==> src/rtl/dirty_rect_coalescer_core_macros.svh <==
// Assertion macros shared by the dirty-rectangle coalescer RTL.
// Depends on nothing; included by the modules that carry assertions.
`ifndef DIRTY_RECT_COALESCER_CORE_MACROS_SVH
`define DIRTY_RECT_COALESCER_CORE_MACROS_SVH

// Property that must hold at every clock edge outside reset.
`define DRC_ASSERT_CLK(label, clk, rstn, prop, msg) \
    label: assert property (@(posedge clk) disable iff (!rstn) (prop)) else $error(msg);

// Property checked during reset as well.
`define DRC_ASSERT_ALWAYS(label, clk, prop, msg) \
    label: assert property (@(posedge clk) (prop)) else $error(msg);

`endif

==> src/rtl/drc_pkg.sv <==
// Package for the dirty-rectangle coalescer: op and status codes, command
// and status structs between controller and datapath. No dependencies.
package drc_pkg;

    localparam int CW = 16;

    typedef enum logic [1:0] {
        OP_STORE = 2'd0,
        OP_FLUSH = 2'd1,
        OP_CLEAR = 2'd2,
        OP_DELAY = 2'd3
    } op_t;

    typedef enum logic [2:0] {
        ST_ACCEPTED = 3'd0,
        ST_REJECTED = 3'd1,
        ST_REGION   = 3'd2,
        ST_NOTHING  = 3'd3,
        ST_DELAYED  = 3'd4,
        ST_OVERFLOW = 3'd5
    } status_t;

    localparam logic [2:0] CFG_MAIN_W = 3'd0;
    localparam logic [2:0] CFG_MAIN_H = 3'd1;
    localparam logic [2:0] CFG_SUB_W  = 3'd2;
    localparam logic [2:0] CFG_SUB_H  = 3'd3;
    localparam logic [2:0] CFG_GAP    = 3'd4;

    typedef struct packed {
        logic signed [CW-1:0] l;
        logic signed [CW-1:0] t;
        logic signed [CW-1:0] r;
        logic signed [CW-1:0] b;
    } box_t;

    // Controller -> datapath.
    typedef struct packed {
        logic load;       // capture request rectangle and clip it
        logic sel_sub;    // table/display chosen for scan, emit, write
        logic rd;         // issue table read at index
        logic wr_new;     // write candidate at index
        logic wr_full;    // write full-display box at index
        logic wr_move;    // write read data at index (compaction)
        logic merge;      // candidate becomes bounding box with read data
        logic cap;        // hold the clipped region of the read entry
        logic emit;       // move the held region to the result register
    } drc_cmd_t;

    // Datapath -> controller.
    typedef struct packed {
        logic invalid;
        logic zero;
        logic covers;
        logic joinable;
        logic visible;
    } drc_sts_t;

endpackage

==> src/rtl/drc_datapath.sv <==
// Datapath of the dirty-rectangle coalescer: two table memories, the
// candidate register, clipping and merge tests. Uses drc_pkg.
module drc_datapath
    import drc_pkg::*;
#(
    parameter int MAX_RECTS  = 16,
    parameter int COORD_BITS = 16,
    parameter int IW = $clog2(MAX_RECTS)
) (
    input  logic          aclk,
    input  logic [15:0]   in_l,
    input  logic [15:0]   in_t,
    input  logic [15:0]   in_r,
    input  logic [15:0]   in_b,
    input  logic [12:0]   main_w,
    input  logic [12:0]   main_h,
    input  logic [12:0]   sub_w,
    input  logic [12:0]   sub_h,
    input  logic [15:0]   gap,
    input  drc_cmd_t      cmd,
    input  logic [IW-1:0] rd_idx,
    input  logic [IW-1:0] wr_idx,
    output drc_sts_t      sts,
    output box_t          region
);
    box_t main_mem [MAX_RECTS];
    box_t sub_mem  [MAX_RECTS];
    box_t rd_main_reg, rd_sub_reg, rd_q;
    box_t cand_reg, cand_next;
    logic invalid_reg;

    localparam logic signed [17:0] CMAX = 18'sd2 ** (COORD_BITS-1) - 18'sd1;

    function automatic logic signed [CW-1:0] sx(input logic [15:0] v);
        logic [COORD_BITS-1:0] x;
        x = v[COORD_BITS-1:0];
        return CW'(signed'(x));
    endfunction

    function automatic logic signed [17:0] lim(input logic [12:0] s);
        logic signed [17:0] v;
        v = signed'({5'd0, s}) - 18'sd1;
        return (v > CMAX) ? CMAX : v;
    endfunction

    function automatic logic signed [17:0] dst(input logic signed [CW-1:0] a,
                                               input logic signed [CW-1:0] b);
        logic signed [17:0] d;
        d = 18'(a) - 18'(b);
        return d < 0 ? -d : d;
    endfunction

    logic signed [17:0] lw, lh;
    box_t nb, fullb, mt;
    logic signed [17:0] d0, d1, d2, d3, dmin;
    logic signed [CW-1:0] sl, st, sr, sb;

    assign lw = lim(cmd.sel_sub ? sub_w : main_w);
    assign lh = lim(cmd.sel_sub ? sub_h : main_h);
    assign rd_q = cmd.sel_sub ? rd_sub_reg : rd_main_reg;

    always_comb begin
        sl = sx(in_l); st = sx(in_t); sr = sx(in_r); sb = sx(in_b);
        nb.l = sl; nb.t = st;
        nb.r = (18'(sr) > lw) ? lw[CW-1:0] : sr;
        nb.b = (18'(sb) > lh) ? lh[CW-1:0] : sb;
        fullb.l = '0; fullb.t = '0; fullb.r = lw[CW-1:0]; fullb.b = lh[CW-1:0];
        cand_next = cand_reg;
        if (cmd.load) cand_next = nb;
        else if (cmd.merge) begin
            cand_next.l = (rd_q.l < cand_reg.l) ? rd_q.l : cand_reg.l;
            cand_next.t = (rd_q.t < cand_reg.t) ? rd_q.t : cand_reg.t;
            cand_next.r = (rd_q.r > cand_reg.r) ? rd_q.r : cand_reg.r;
            cand_next.b = (rd_q.b > cand_reg.b) ? rd_q.b : cand_reg.b;
        end
        d0 = dst(rd_q.t, cand_reg.t); d1 = dst(rd_q.t, cand_reg.b);
        d2 = dst(rd_q.b, cand_reg.t); d3 = dst(rd_q.b, cand_reg.b);
        dmin = d0;
        if (d1 < dmin) dmin = d1;
        if (d2 < dmin) dmin = d2;
        if (d3 < dmin) dmin = d3;
        mt.l = (rd_q.l > cand_reg.l) ? rd_q.l : cand_reg.l;
        mt.t = (rd_q.t > cand_reg.t) ? rd_q.t : cand_reg.t;
        mt.r = (rd_q.r < cand_reg.r) ? rd_q.r : cand_reg.r;
        mt.b = (rd_q.b < cand_reg.b) ? rd_q.b : cand_reg.b;
        sts.invalid = invalid_reg;
        sts.zero = (cand_reg == '0);
        sts.covers = cand_reg.l >= rd_q.l && cand_reg.t >= rd_q.t &&
                     cand_reg.r <= rd_q.r && cand_reg.b <= rd_q.b;
        sts.joinable = (mt.l <= mt.r && mt.t <= mt.b) || (dmin < signed'({2'b0, gap}));
        region.l = (rd_q.l > 0) ? rd_q.l : '0;
        region.t = (rd_q.t > 0) ? rd_q.t : '0;
        region.r = (18'(rd_q.r) < lw) ? rd_q.r : lw[CW-1:0];
        region.b = (18'(rd_q.b) < lh) ? rd_q.b : lh[CW-1:0];
        sts.visible = region.l <= region.r && region.t <= region.b;
    end

    always_ff @(posedge aclk) begin
        cand_reg <= cand_next;
        if (cmd.load) invalid_reg <= (sl > sr) || (st > sb);
        if (cmd.rd) begin
            rd_main_reg <= main_mem[rd_idx];
            rd_sub_reg  <= sub_mem[rd_idx];
        end
        if (cmd.wr_new || cmd.wr_full || cmd.wr_move) begin
            if (cmd.sel_sub)
                sub_mem[wr_idx] <= cmd.wr_new ? cand_reg : (cmd.wr_full ? fullb : rd_q);
            else
                main_mem[wr_idx] <= cmd.wr_new ? cand_reg : (cmd.wr_full ? fullb : rd_q);
        end
    end
endmodule

==> src/rtl/drc_ctrl.sv <==
// Controller state machine of the dirty-rectangle coalescer: sequences
// scan, merge, compaction and flush walks. Uses drc_pkg and the macros.
`include "dirty_rect_coalescer_core_macros.svh"
module drc_ctrl
    import drc_pkg::*;
#(
    parameter int MAX_RECTS = 16,
    parameter int IW = $clog2(MAX_RECTS)
) (
    input  logic          aclk,
    input  logic          aresetn,
    input  logic          s_tvalid,
    output logic          s_tready,
    input  logic [1:0]    in_op,
    input  logic          in_sel,
    input  logic [7:0]    in_delay,
    input  logic          in_bl,
    output logic          m_tvalid,
    input  logic          m_tready,
    output logic [2:0]    o_status,
    output logic          o_disp,
    output logic          o_last,
    output logic          o_region,
    output drc_cmd_t      cmd,
    output logic [IW-1:0] rd_idx,
    output logic [IW-1:0] wr_idx,
    input  drc_sts_t      sts
);
    typedef enum logic [3:0] {
        S_IDLE, S_CHECK, S_SCAN, S_TEST, S_SHIFT_RD, S_SHIFT_WR,
        S_APPEND, S_FL_RD, S_FL_TEST, S_OUT
    } state_t;

    localparam logic [IW:0] MAXC = (IW+1)'(MAX_RECTS);

    state_t state_reg;
    logic [IW:0] main_cnt_reg, sub_cnt_reg, idx_reg;
    logic [7:0] delay_reg;
    logic sel_reg, emitted_reg, ret_fl_reg;
    logic [2:0] st_reg;
    logic disp_reg, last_reg, region_reg, valid_reg;
    logic [IW:0] cnt;

    assign cnt = sel_reg ? sub_cnt_reg : main_cnt_reg;
    assign s_tready = (state_reg == S_IDLE) && !valid_reg;
    assign m_tvalid = valid_reg;
    assign o_status = st_reg;
    assign o_disp = disp_reg;
    assign o_last = last_reg;
    assign o_region = region_reg;
    assign rd_idx = idx_reg[IW-1:0];

    always_comb begin
        cmd = '0;
        cmd.sel_sub = sel_reg;
        wr_idx = idx_reg[IW-1:0];
        unique case (state_reg)
            S_IDLE: begin
                cmd.load = s_tready && s_tvalid;
                cmd.sel_sub = in_sel;
            end
            S_SCAN, S_FL_RD, S_SHIFT_RD: cmd.rd = 1'b1;
            S_TEST: cmd.merge = !sts.covers && sts.joinable;
            S_SHIFT_WR: begin
                cmd.wr_move = 1'b1;
                wr_idx = IW'(idx_reg - 1'b1);
            end
            S_APPEND: begin
                cmd.wr_new = (cnt != MAXC);
                cmd.wr_full = (cnt == MAXC);
                wr_idx = (cnt == MAXC) ? '0 : cnt[IW-1:0];
            end
            S_FL_TEST: cmd.cap = sts.visible && !emitted_reg;
            S_OUT: cmd.emit = !valid_reg || m_tready;
            default: ;
        endcase
    end

    always_ff @(posedge aclk) begin
        if (!aresetn) begin
            state_reg <= S_IDLE;
            main_cnt_reg <= '0; sub_cnt_reg <= '0; delay_reg <= '0;
            valid_reg <= 1'b0; idx_reg <= '0; sel_reg <= 1'b0;
            emitted_reg <= 1'b0; ret_fl_reg <= 1'b0;
            st_reg <= ST_ACCEPTED; disp_reg <= 1'b0; last_reg <= 1'b0;
            region_reg <= 1'b0;
        end else begin
            if (valid_reg && m_tready && state_reg != S_OUT) valid_reg <= 1'b0;
            unique case (state_reg)
                S_IDLE: if (s_tready && s_tvalid) begin
                    disp_reg <= 1'b0; last_reg <= 1'b1; region_reg <= 1'b0;
                    st_reg <= ST_ACCEPTED;
                    unique case (op_t'(in_op))
                        OP_STORE: begin
                            sel_reg <= in_sel;
                            state_reg <= S_CHECK;
                        end
                        OP_FLUSH: if (delay_reg != 8'd0) begin
                            delay_reg <= delay_reg - 8'd1;
                            st_reg <= ST_DELAYED; valid_reg <= 1'b1;
                        end else if (!in_bl) begin
                            st_reg <= ST_NOTHING; valid_reg <= 1'b1;
                        end else begin
                            sel_reg <= 1'b0; idx_reg <= '0; emitted_reg <= 1'b0;
                            state_reg <= S_FL_RD;
                        end
                        OP_CLEAR: begin
                            main_cnt_reg <= '0; valid_reg <= 1'b1;
                        end
                        OP_DELAY: begin
                            delay_reg <= in_delay; valid_reg <= 1'b1;
                        end
                        default: ;
                    endcase
                end
                S_CHECK: begin
                    idx_reg <= '0;
                    if (sts.invalid) begin
                        st_reg <= ST_REJECTED; valid_reg <= 1'b1; state_reg <= S_IDLE;
                    end else if (sts.zero) begin
                        valid_reg <= 1'b1; state_reg <= S_IDLE;
                    end else state_reg <= S_SCAN;
                end
                S_SCAN: state_reg <= (idx_reg < cnt) ? S_TEST : S_APPEND;
                S_TEST: if (sts.covers) begin
                    valid_reg <= 1'b1; state_reg <= S_IDLE;
                end else if (sts.joinable) begin
                    idx_reg <= idx_reg + 1'b1;
                    state_reg <= S_SHIFT_RD;
                end else begin
                    idx_reg <= idx_reg + 1'b1;
                    state_reg <= S_SCAN;
                end
                S_SHIFT_RD: if (idx_reg < cnt) state_reg <= S_SHIFT_WR;
                else begin
                    if (sel_reg) sub_cnt_reg <= sub_cnt_reg - 1'b1;
                    else main_cnt_reg <= main_cnt_reg - 1'b1;
                    idx_reg <= '0;
                    state_reg <= S_SCAN;
                end
                S_SHIFT_WR: begin
                    idx_reg <= idx_reg + 1'b1;
                    state_reg <= S_SHIFT_RD;
                end
                S_APPEND: begin
                    if (cnt == MAXC) begin
                        st_reg <= ST_OVERFLOW;
                        if (sel_reg) sub_cnt_reg <= (IW+1)'(1);
                        else main_cnt_reg <= (IW+1)'(1);
                    end else if (sel_reg) sub_cnt_reg <= sub_cnt_reg + 1'b1;
                    else main_cnt_reg <= main_cnt_reg + 1'b1;
                    valid_reg <= 1'b1; state_reg <= S_IDLE;
                end
                S_FL_RD: if (idx_reg < cnt) state_reg <= S_FL_TEST;
                else if (!sel_reg) begin
                    sel_reg <= 1'b1; idx_reg <= '0;
                end else begin
                    main_cnt_reg <= '0; sub_cnt_reg <= '0;
                    if (emitted_reg) begin
                        state_reg <= S_OUT;
                    end else begin
                        st_reg <= ST_NOTHING; disp_reg <= 1'b0; region_reg <= 1'b0;
                        last_reg <= 1'b1; valid_reg <= 1'b1; state_reg <= S_IDLE;
                    end
                end
                S_FL_TEST: begin
                    if (sts.visible && emitted_reg) begin
                        // One region is already held so that last is exact. It
                        // goes out first, then this entry is read and tested again.
                        ret_fl_reg <= 1'b1;
                        state_reg <= S_OUT;
                    end else begin
                        if (sts.visible) emitted_reg <= 1'b1;
                        idx_reg <= idx_reg + 1'b1;
                        state_reg <= S_FL_RD;
                    end
                end
                S_OUT: if (!valid_reg || m_tready) begin
                    valid_reg <= 1'b1; st_reg <= ST_REGION; region_reg <= 1'b1;
                    emitted_reg <= 1'b0;
                    if (ret_fl_reg) begin
                        last_reg <= 1'b0; ret_fl_reg <= 1'b0; state_reg <= S_FL_RD;
                    end else begin
                        last_reg <= 1'b1; state_reg <= S_IDLE;
                    end
                end
                default: state_reg <= S_IDLE;
            endcase
        end
    end

    `DRC_ASSERT_CLK(a_cnt_main, aclk, aresetn, main_cnt_reg <= MAXC, "main count overflow")
    `DRC_ASSERT_CLK(a_cnt_sub, aclk, aresetn, sub_cnt_reg <= MAXC, "sub count overflow")
    `DRC_ASSERT_CLK(a_ready_idle, aclk, aresetn, s_tready |-> state_reg == S_IDLE, "ready busy")
    `DRC_ASSERT_ALWAYS(a_rst, aclk, !aresetn |=> !m_tvalid, "valid after reset")
endmodule

==> src/rtl/drc_out.sv <==
// Output registers for region results: a held region found by the flush walk
// and the region that goes with the request on the result channel. Uses drc_pkg.
module drc_out
    import drc_pkg::*;
(
    input  logic aclk,
    input  logic capture,
    input  logic load,
    input  logic sel,
    input  box_t region,
    output box_t box_q,
    output logic disp_q
);
    box_t pend_box_reg, box_reg;
    logic pend_disp_reg, disp_reg;
    always_ff @(posedge aclk) begin
        if (capture) begin
            pend_box_reg <= region;
            pend_disp_reg <= sel;
        end
        if (load) begin
            box_reg <= pend_box_reg;
            disp_reg <= pend_disp_reg;
        end
    end
    assign box_q = box_reg;
    assign disp_q = disp_reg;
endmodule

==> src/rtl/dirty_rect_coalescer_core.sv <==
// Dirty-rectangle coalescer for a main and a secondary display. Each request
// carries an op: store a rectangle, flush, clear the main table or set a flush
// delay. A store is validated, clipped on its right and bottom edges, then
// scanned against that display's table, each entry read and then tested; a
// merge removes the entry by shifting the tail down, each moved entry read
// and then written, and restarts the scan. A flush, unless a delay is pending
// or the backlight is off, walks both tables, reading and testing each entry,
// and gives one region result per visible entry, main display first. One
// visible region is held back until the next is found so that the last flag
// is exact; each visible entry after the first is therefore read and tested
// again once the held region has gone out, which may wait on the result
// channel. The controller is a single state machine handling one request at
// a time; the table memories have one registered read port.
// Results wait in an output register; no new request is taken until the
// current one is fully delivered.
module dirty_rect_coalescer_core
    import drc_pkg::*;
#(
    parameter int MAX_RECTS  = 16,
    parameter int COORD_BITS = 16
) (
    input  logic        aclk,
    input  logic        aresetn,
    input  logic        s_tvalid,
    output logic        s_tready,
    // tdata: op[1:0], display_sel[2], rect_left[18:3], rect_top[34:19],
    // rect_right[50:35], rect_bottom[66:51], delay_value[74:67],
    // backlight_on[75], zero fill to 80 bits
    input  logic [79:0] s_tdata,
    output logic        m_tvalid,
    input  logic        m_tready,
    // tdata: status[2:0], out_display[3], out_left[19:4], out_top[35:20],
    // out_right[51:36], out_bottom[67:52], zero fill to 72 bits
    output logic [71:0] m_tdata,
    output logic        m_tlast,
    input  logic        cfg_we,
    input  logic [2:0]  cfg_index,
    input  logic [15:0] cfg_data
);
    localparam int IW = $clog2(MAX_RECTS);

    logic [12:0] main_w_reg, main_h_reg, sub_w_reg, sub_h_reg;
    logic [15:0] gap_reg;

    always_ff @(posedge aclk) begin
        if (!aresetn) begin
            main_w_reg <= 13'd240; main_h_reg <= 13'd320;
            sub_w_reg <= 13'd128; sub_h_reg <= 13'd64; gap_reg <= 16'd40;
        end else if (cfg_we) begin
            unique case (cfg_index)
                CFG_MAIN_W: main_w_reg <= cfg_data[12:0];
                CFG_MAIN_H: main_h_reg <= cfg_data[12:0];
                CFG_SUB_W:  sub_w_reg <= cfg_data[12:0];
                CFG_SUB_H:  sub_h_reg <= cfg_data[12:0];
                CFG_GAP:    gap_reg <= cfg_data;
                default: ;
            endcase
        end
    end

    drc_cmd_t cmd;
    drc_sts_t sts;
    logic [IW-1:0] rd_idx, wr_idx;
    box_t region, box_q;
    logic [2:0] o_status;
    logic o_disp, o_last, o_region, disp_q;

    drc_datapath #(.MAX_RECTS(MAX_RECTS), .COORD_BITS(COORD_BITS), .IW(IW)) u_dp (
        .aclk, .in_l(s_tdata[18:3]), .in_t(s_tdata[34:19]),
        .in_r(s_tdata[50:35]), .in_b(s_tdata[66:51]),
        .main_w(main_w_reg), .main_h(main_h_reg), .sub_w(sub_w_reg),
        .sub_h(sub_h_reg), .gap(gap_reg), .cmd, .rd_idx, .wr_idx, .sts, .region
    );

    drc_ctrl #(.MAX_RECTS(MAX_RECTS), .IW(IW)) u_ctrl (
        .aclk, .aresetn, .s_tvalid, .s_tready, .in_op(s_tdata[1:0]),
        .in_sel(s_tdata[2]), .in_delay(s_tdata[74:67]), .in_bl(s_tdata[75]),
        .m_tvalid, .m_tready, .o_status, .o_disp, .o_last, .o_region,
        .cmd, .rd_idx, .wr_idx, .sts
    );

    // A visible region is held when the walk tests it; it moves to the
    // result register when the controller sends it, once the next region
    // is known or the walk has ended.
    drc_out u_out (
        .aclk, .capture(cmd.cap), .load(cmd.emit),
        .sel(cmd.sel_sub), .region, .box_q, .disp_q
    );

    box_t ob;
    assign ob = o_region ? box_q : '0;
    assign m_tdata = {4'd0, ob.b, ob.r, ob.t, ob.l, (o_region ? disp_q : 1'b0), o_status};
    assign m_tlast = o_last;
    logic unused_disp;
    assign unused_disp = o_disp;
endmodule
==> config.mk <==
export PLATFORM = sky130hd
export DESIGN_NAME = dirty_rect_coalescer_core
export DESIGN_NICKNAME = d
export VERILOG_FILES = /design/src/rtl/drc_pkg.sv /design/src/rtl/drc_datapath.sv /design/src/rtl/drc_ctrl.sv /design/src/rtl/drc_out.sv /design/src/rtl/dirty_rect_coalescer_core.sv
export VERILOG_INCLUDE_DIRS = /design/src /design/src/rtl
export SDC_FILE = /design/constraint.sdc
export NUM_CORES = 2
export LEC_CHECK = 0
export CAP_MARGIN = 20
export CORE_UTILIZATION = 70
export CTS_BUF_LIST = sky130_fd_sc_hd__clkbuf_4 sky130_fd_sc_hd__clkbuf_8
export CTS_CLUSTER_DIAMETER = 150
export DETAILED_ROUTE_END_ITERATION = 10
export DONT_BUFFER_PORTS = 1
export HOLD_SLACK_MARGIN = 0.06
export PLACE_DENSITY = 0.88
export SYNTH_ARGS = -nofsm -noshare
export SYNTH_HDL_FRONTEND = slang
export SYNTH_SLANG_ARGS = --single-unit
==> constraint.sdc <==
create_clock -name aclk -period 26.9 [get_ports aclk]
set_input_delay 0 -clock aclk [delete_from_list [all_inputs] [get_ports aclk]]
set_output_delay 0 -clock aclk [all_outputs]
set_load 0.005 [all_outputs]
==> flow_metrics.py, run 1 <==
metrics = {
    "outcome": {
        "run_status": "did not finish",
        "haltStage": "detailed placement",
        "firstError": "Error: detail_place.tcl, 38 bad optional access",
    },
    "logic_synthesis": {
        "async_flop_share_pct": 0,
        "synth_xor_area_share_pct": 1.077,
        "ys.warnings.count": 0,
        "ys_types": 90,
        "postSynthAreaPerCell_um2": 16.80,
        "synth_ff_type": "edfxtp_1",
        "synth_area_um2": 108200,
        "synth_edf_count": 2371,
        "synth_top_family_by_area": "multiplexers",
        "post_synth_and_or_nand_nor_area_fraction_pct": 5.392,
        "synthCells": 6439,
        "yosysMostFrequentCell": "edfxtp_1",
        "synth_top_area_share_pct": 65.80,
        "synthTopCellsByArea": "edfxtp_1, mux4_2, ha_1",
        "yosys-top-cells-count": "edfxtp_1, mux4_2, nor2_1, a21oi_1, nand2_1",
        "ys_ff_latch": 2475,
        "synth-compound-area-share_pct": 5.719,
        "synth_fa_ha_area_share_pct": 3.970,
        "yosysSeqAreaShare_pct": 67.72,
        "yosys-mux-area-fraction_pct": 14.29,
        "yosysTopAreaCell": "edfxtp_1",
    },
    "placement": {
        "port_buffers": 0,
        "place.gp.congestion": 1.015,
    },
    "die": {
        "die_h_um": 395.2,
        "initial_core_util_pct": 70.90,
        "io_pins": 179,
        "rows": 143,
        "die_w_um": 395.2,
    },
}
[per-stage QoR]
step / hold slack (ns) / setup WS [ns] / instance area [µm²] / instances
floorplan: 0.1240 / 11.16 / 108200 / 6451
global placement: 0.1306 / 8.775 / 111700 / 8380
[cells by family after synthesis]
group	Yosys count
buffers and inverters	519
DFF	2475
adders and majority gates	341
other	2
muxes	744
xor gates and xnor gates	133
AOI/OAI and AO/OA	976
and+or+nand+nor	1249
==> inputs of run 2 (changes only) <==
Settings changed: CORE_UTILIZATION 70 to 40, CTS_BUF_LIST sky130_fd_sc_hd__clkbuf_4 sky130_fd_sc_hd__clkbuf_8 to unset, CTS_CLUSTER_DIAMETER 150 to unset, HOLD_SLACK_MARGIN 0.06 to unset, PLACE_DENSITY 0.88 to unset, PLACE_DENSITY_LB_ADDON set to 0.15.
==> run 2 against run 1 <==
  * The flow now finishes without violations
  * Synthesized cell count is the same
  * Synthesized area unchanged
==> flow_metrics.py, run 2 <==
metrics = {
    "finish": {
        "mostFrequentLayoutCell": "edfxtp_1",
        "top_regs": "u_dp.main_mem x1024, u_dp.sub_mem x1024",
        "nets": 7289,
        "drive_above_1_share_pct": 20.62,
        "design_area_um2": 124600,
        "final_cell_mix": "edfxtp_1, mux4_2, nand2_1",
        "area_delta_synth_final_pct": 15.17,
    },
    "die": {
        "core_area_um2": 268400,
        "die_h_um": 522.1,
        "io_pins": 179,
        "die-area_um2": 272600,
        "die_w_um": 522.1,
        "initial_core_util_pct": 40.32,
        "rows": 190,
    },
    "timing": {
        "hold_viol": 0,
        "min_period_ns": 18.13,
        "max_slew.worst_pin.slew_ns": 1.173,
        "finalCritPeriodShare_pct": 67.41,
        "max_clock_freq_mhz": 55.15,
        "final_max_slew_viol_count": 0,
        "grt_setup_unrepaired": "no",
        "relSlewSlack_pct": 21.77,
        "final-setup-viol-count": 0,
        "tns_ns": 0,
        "whs_ns": 0.02706,
        "finClkSkew_ns": 0.05833,
    },
    "worst_setup_path": {
        "required_ns": 27.45,
        "cpPeakStageDelay_ns": 0.96,
        "rrSetupSlack_ns": 8.77,
        "critPathKind": "reg -> reg",
        "cpMaxStageDelayCell": "o31ai_2",
        "r2r-end": "u_dp.cand_reg[12]$_DFFE_PP_",
        "crit_family": "compound AO/OA/AOI/OAI gates",
        "setup.worst_path.end_class": "flop",
        "critPathBufInv": 7,
        "critPathMaxFanout": 50,
        "startpoint_type": "flop",
        "cp.arrival_ns": 18.68,
        "worstRegToRegCells": 63,
        "r2r_start": "u_ctrl.state_reg[0]$_SDFFE_PN0P_",
    },
    "logic_synthesis": {
        "ys_types": 90,
        "ys.warnings.count": 0,
        "yosysMostFrequentCell": "edfxtp_1",
        "synth_area_um2": 108200,
        "synthCells": 6439,
        "yosys-top-cells-count": "edfxtp_1, mux4_2, nor2_1, a21oi_1, nand2_1",
        "postSynthAreaPerCell_um2": 16.80,
        "async_flop_share_pct": 0,
        "synthTopCellsByArea": "edfxtp_1, mux4_2, ha_1",
        "yosysTopAreaCell": "edfxtp_1",
        "synth_top_area_share_pct": 65.80,
        "ys_ff_latch": 2475,
        "yosysSeqAreaShare_pct": 67.72,
        "synth_edf_count": 2371,
        "synth_ff_type": "edfxtp_1",
    },
    "route": {
        "avgRoutedWirePerCell_um": 31.92,
        "vias": 62270,
        "wl_um": 339100,
        "antenna_left": 0,
        "drt_iter0_markers": 6283,
        "vias_per_cell": 5.860,
        "dr.pass1.iters": 6,
        "drc": 0,
    },
    "clock_network": {
        "cts_tree": "done",
        "cts-root-buf": "clkbuf_16",
        "cts_buffers": 273,
        "cts.sinks": 2475,
        "cts.path.max_buffers": 4,
        "clk_latency_ns": 0.88,
        "clk_transition_reported_paths_ns": 0.06,
        "htreeDepth": 5,
    },
    "grt": {
        "grtUsageTotal_pct": 24.72,
        "grt_pass1_vias": 61690,
        "grt-ovfl-total": 0,
        "grt_max_degree": 115,
        "antenna_found_initial": 34,
        "grt_pass1_wl_um": 474900,
    },
    "power_and_ir_drop": {
        "irDropWorstVdd_v": 0.0001328,
        "finalPower_mw": 14.20,
        "power_leakage_nw": 40.83,
        "powerDensity_nw_per_um2": 114.0,
    },
    "placement": {
        "place.gp.congestion": 0.9689,
        "dp_hpwl_um": 208700,
        "port_buffers": 0,
        "place_area_um2": 114200,
    },
    "run": {
        "cap_violations": 0,
    },
    "hold_path": {
        "holdPathEnd": "u_dp.cand_reg[1]$_DFFE_PP_",
        "hold_depth": 6,
        "hp-class": "in -> reg",
        "worstHoldStart": "s_tdata[66]",
    },
    "outcome": {
        "run_status": "finished clean",
    },
}
-- run 2: timing repair --
action                                 4_1_cts  5_1_grt
hold buffers                               158        0
resized for setup                            0        0
endpoints found under the hold margin      169        0
buffers inserted                             0        0
-- run 2: how the worst max path moves through the flow --
stage / slack (ns) / to / cells after the start / start
after floorplan: 11.16 / u_dp.cand_reg[16]$_DFFE_PP_ / 77 / u_ctrl.state_reg[3]$_SDFFE_PN0P_
after global placement: 8.37 / u_dp.cand_reg[6]$_DFFE_PP_ / 61 / u_ctrl.state_reg[0]$_SDFFE_PN0P_
after detailed placement: 8.48 / u_dp.cand_reg[12]$_DFFE_PP_ / 61 / u_ctrl.state_reg[0]$_SDFFE_PN0P_
after CTS: 8.41 / u_dp.cand_reg[12]$_DFFE_PP_ / 61 / u_ctrl.state_reg[0]$_SDFFE_PN0P_
after global routing: 7.51 / u_dp.cand_reg[12]$_DFFE_PP_ / 63 / u_ctrl.state_reg[0]$_SDFFE_PN0P_
final: 8.77 / u_dp.cand_reg[12]$_DFFE_PP_ / 63 / u_ctrl.state_reg[0]$_SDFFE_PN0P_
-- run 2: power breakdown --
group / internal (mW) / switching, mW
sequential: 4.68 / 0.119
clock: 2.03 / 1.53
combinational: 2.21 / 3.62
-- run 2: cell type report --
class                      count  area (µm²)
timing repair buffer         416        3964
sequential                  2475       73300
multi-input combinational   3457       33640
clock buffer                 329        7222
fill                       23000      143800
clock inverter               153        1160
tap                         3552        4444
antenna                       22       55.05
inverter                     222       835.8
-- run 2: cells by family (layout without fill, tap and decap cells) --
family                     after synthesis  in the layout  share of synthesized area (%)
DFF                                   2475           2475                          67.72
other                                    2             36                       0.006941
and+or+nand+nor                       1249           1249                          5.392
buffers and inverters                  519           1120                          1.824
xor gates and xnor gates               133            133                          1.077
adders and majority gates              341            341                          3.970
AOI/OAI and AO/OA                      976            976                          5.719
muxes                                  744            744                          14.29
-- run 2: tightest hold or removal path, stage by stage --
cell      delay [ns]
ha_1            0.14
a21oi_2         0.08
buf_8           0.16
nor2_1          0.09
a211oi_1        0.12
a21oi_1         0.15
-- run 2: layer usage --
| layer | vias up | GRT usage, % | wire length, µm |
|---|---|---|---|
| li1 | 26440 | - | - |
| met1 | 33100 | 33.76 | 143800 |
| met2 | 2201 | 40.80 | 163200 |
| met3 | 516 | 3.276 | 20220 |
| met4 | 4 | 8.337 | 11860 |
| met5 | - | 0 | 25 |
-- run 2: through the flow --
| step | instances | setup slack (ns) | utilization [%] |
|---|---|---|---|
| final | 10630 | 8.768 | 46.43 |
| after CTS | 10580 | 8.410 | 46.25 |
| after global placement | 9919 | 8.373 | 42.44 |
| after global routing | 10610 | 7.513 | 46.42 |
| after floorplan | 6451 | 11.16 | - |
| after detailed placement | 9937 | 8.484 | 42.53 |
Note: power is estimated with default switching activity, not from simulation.
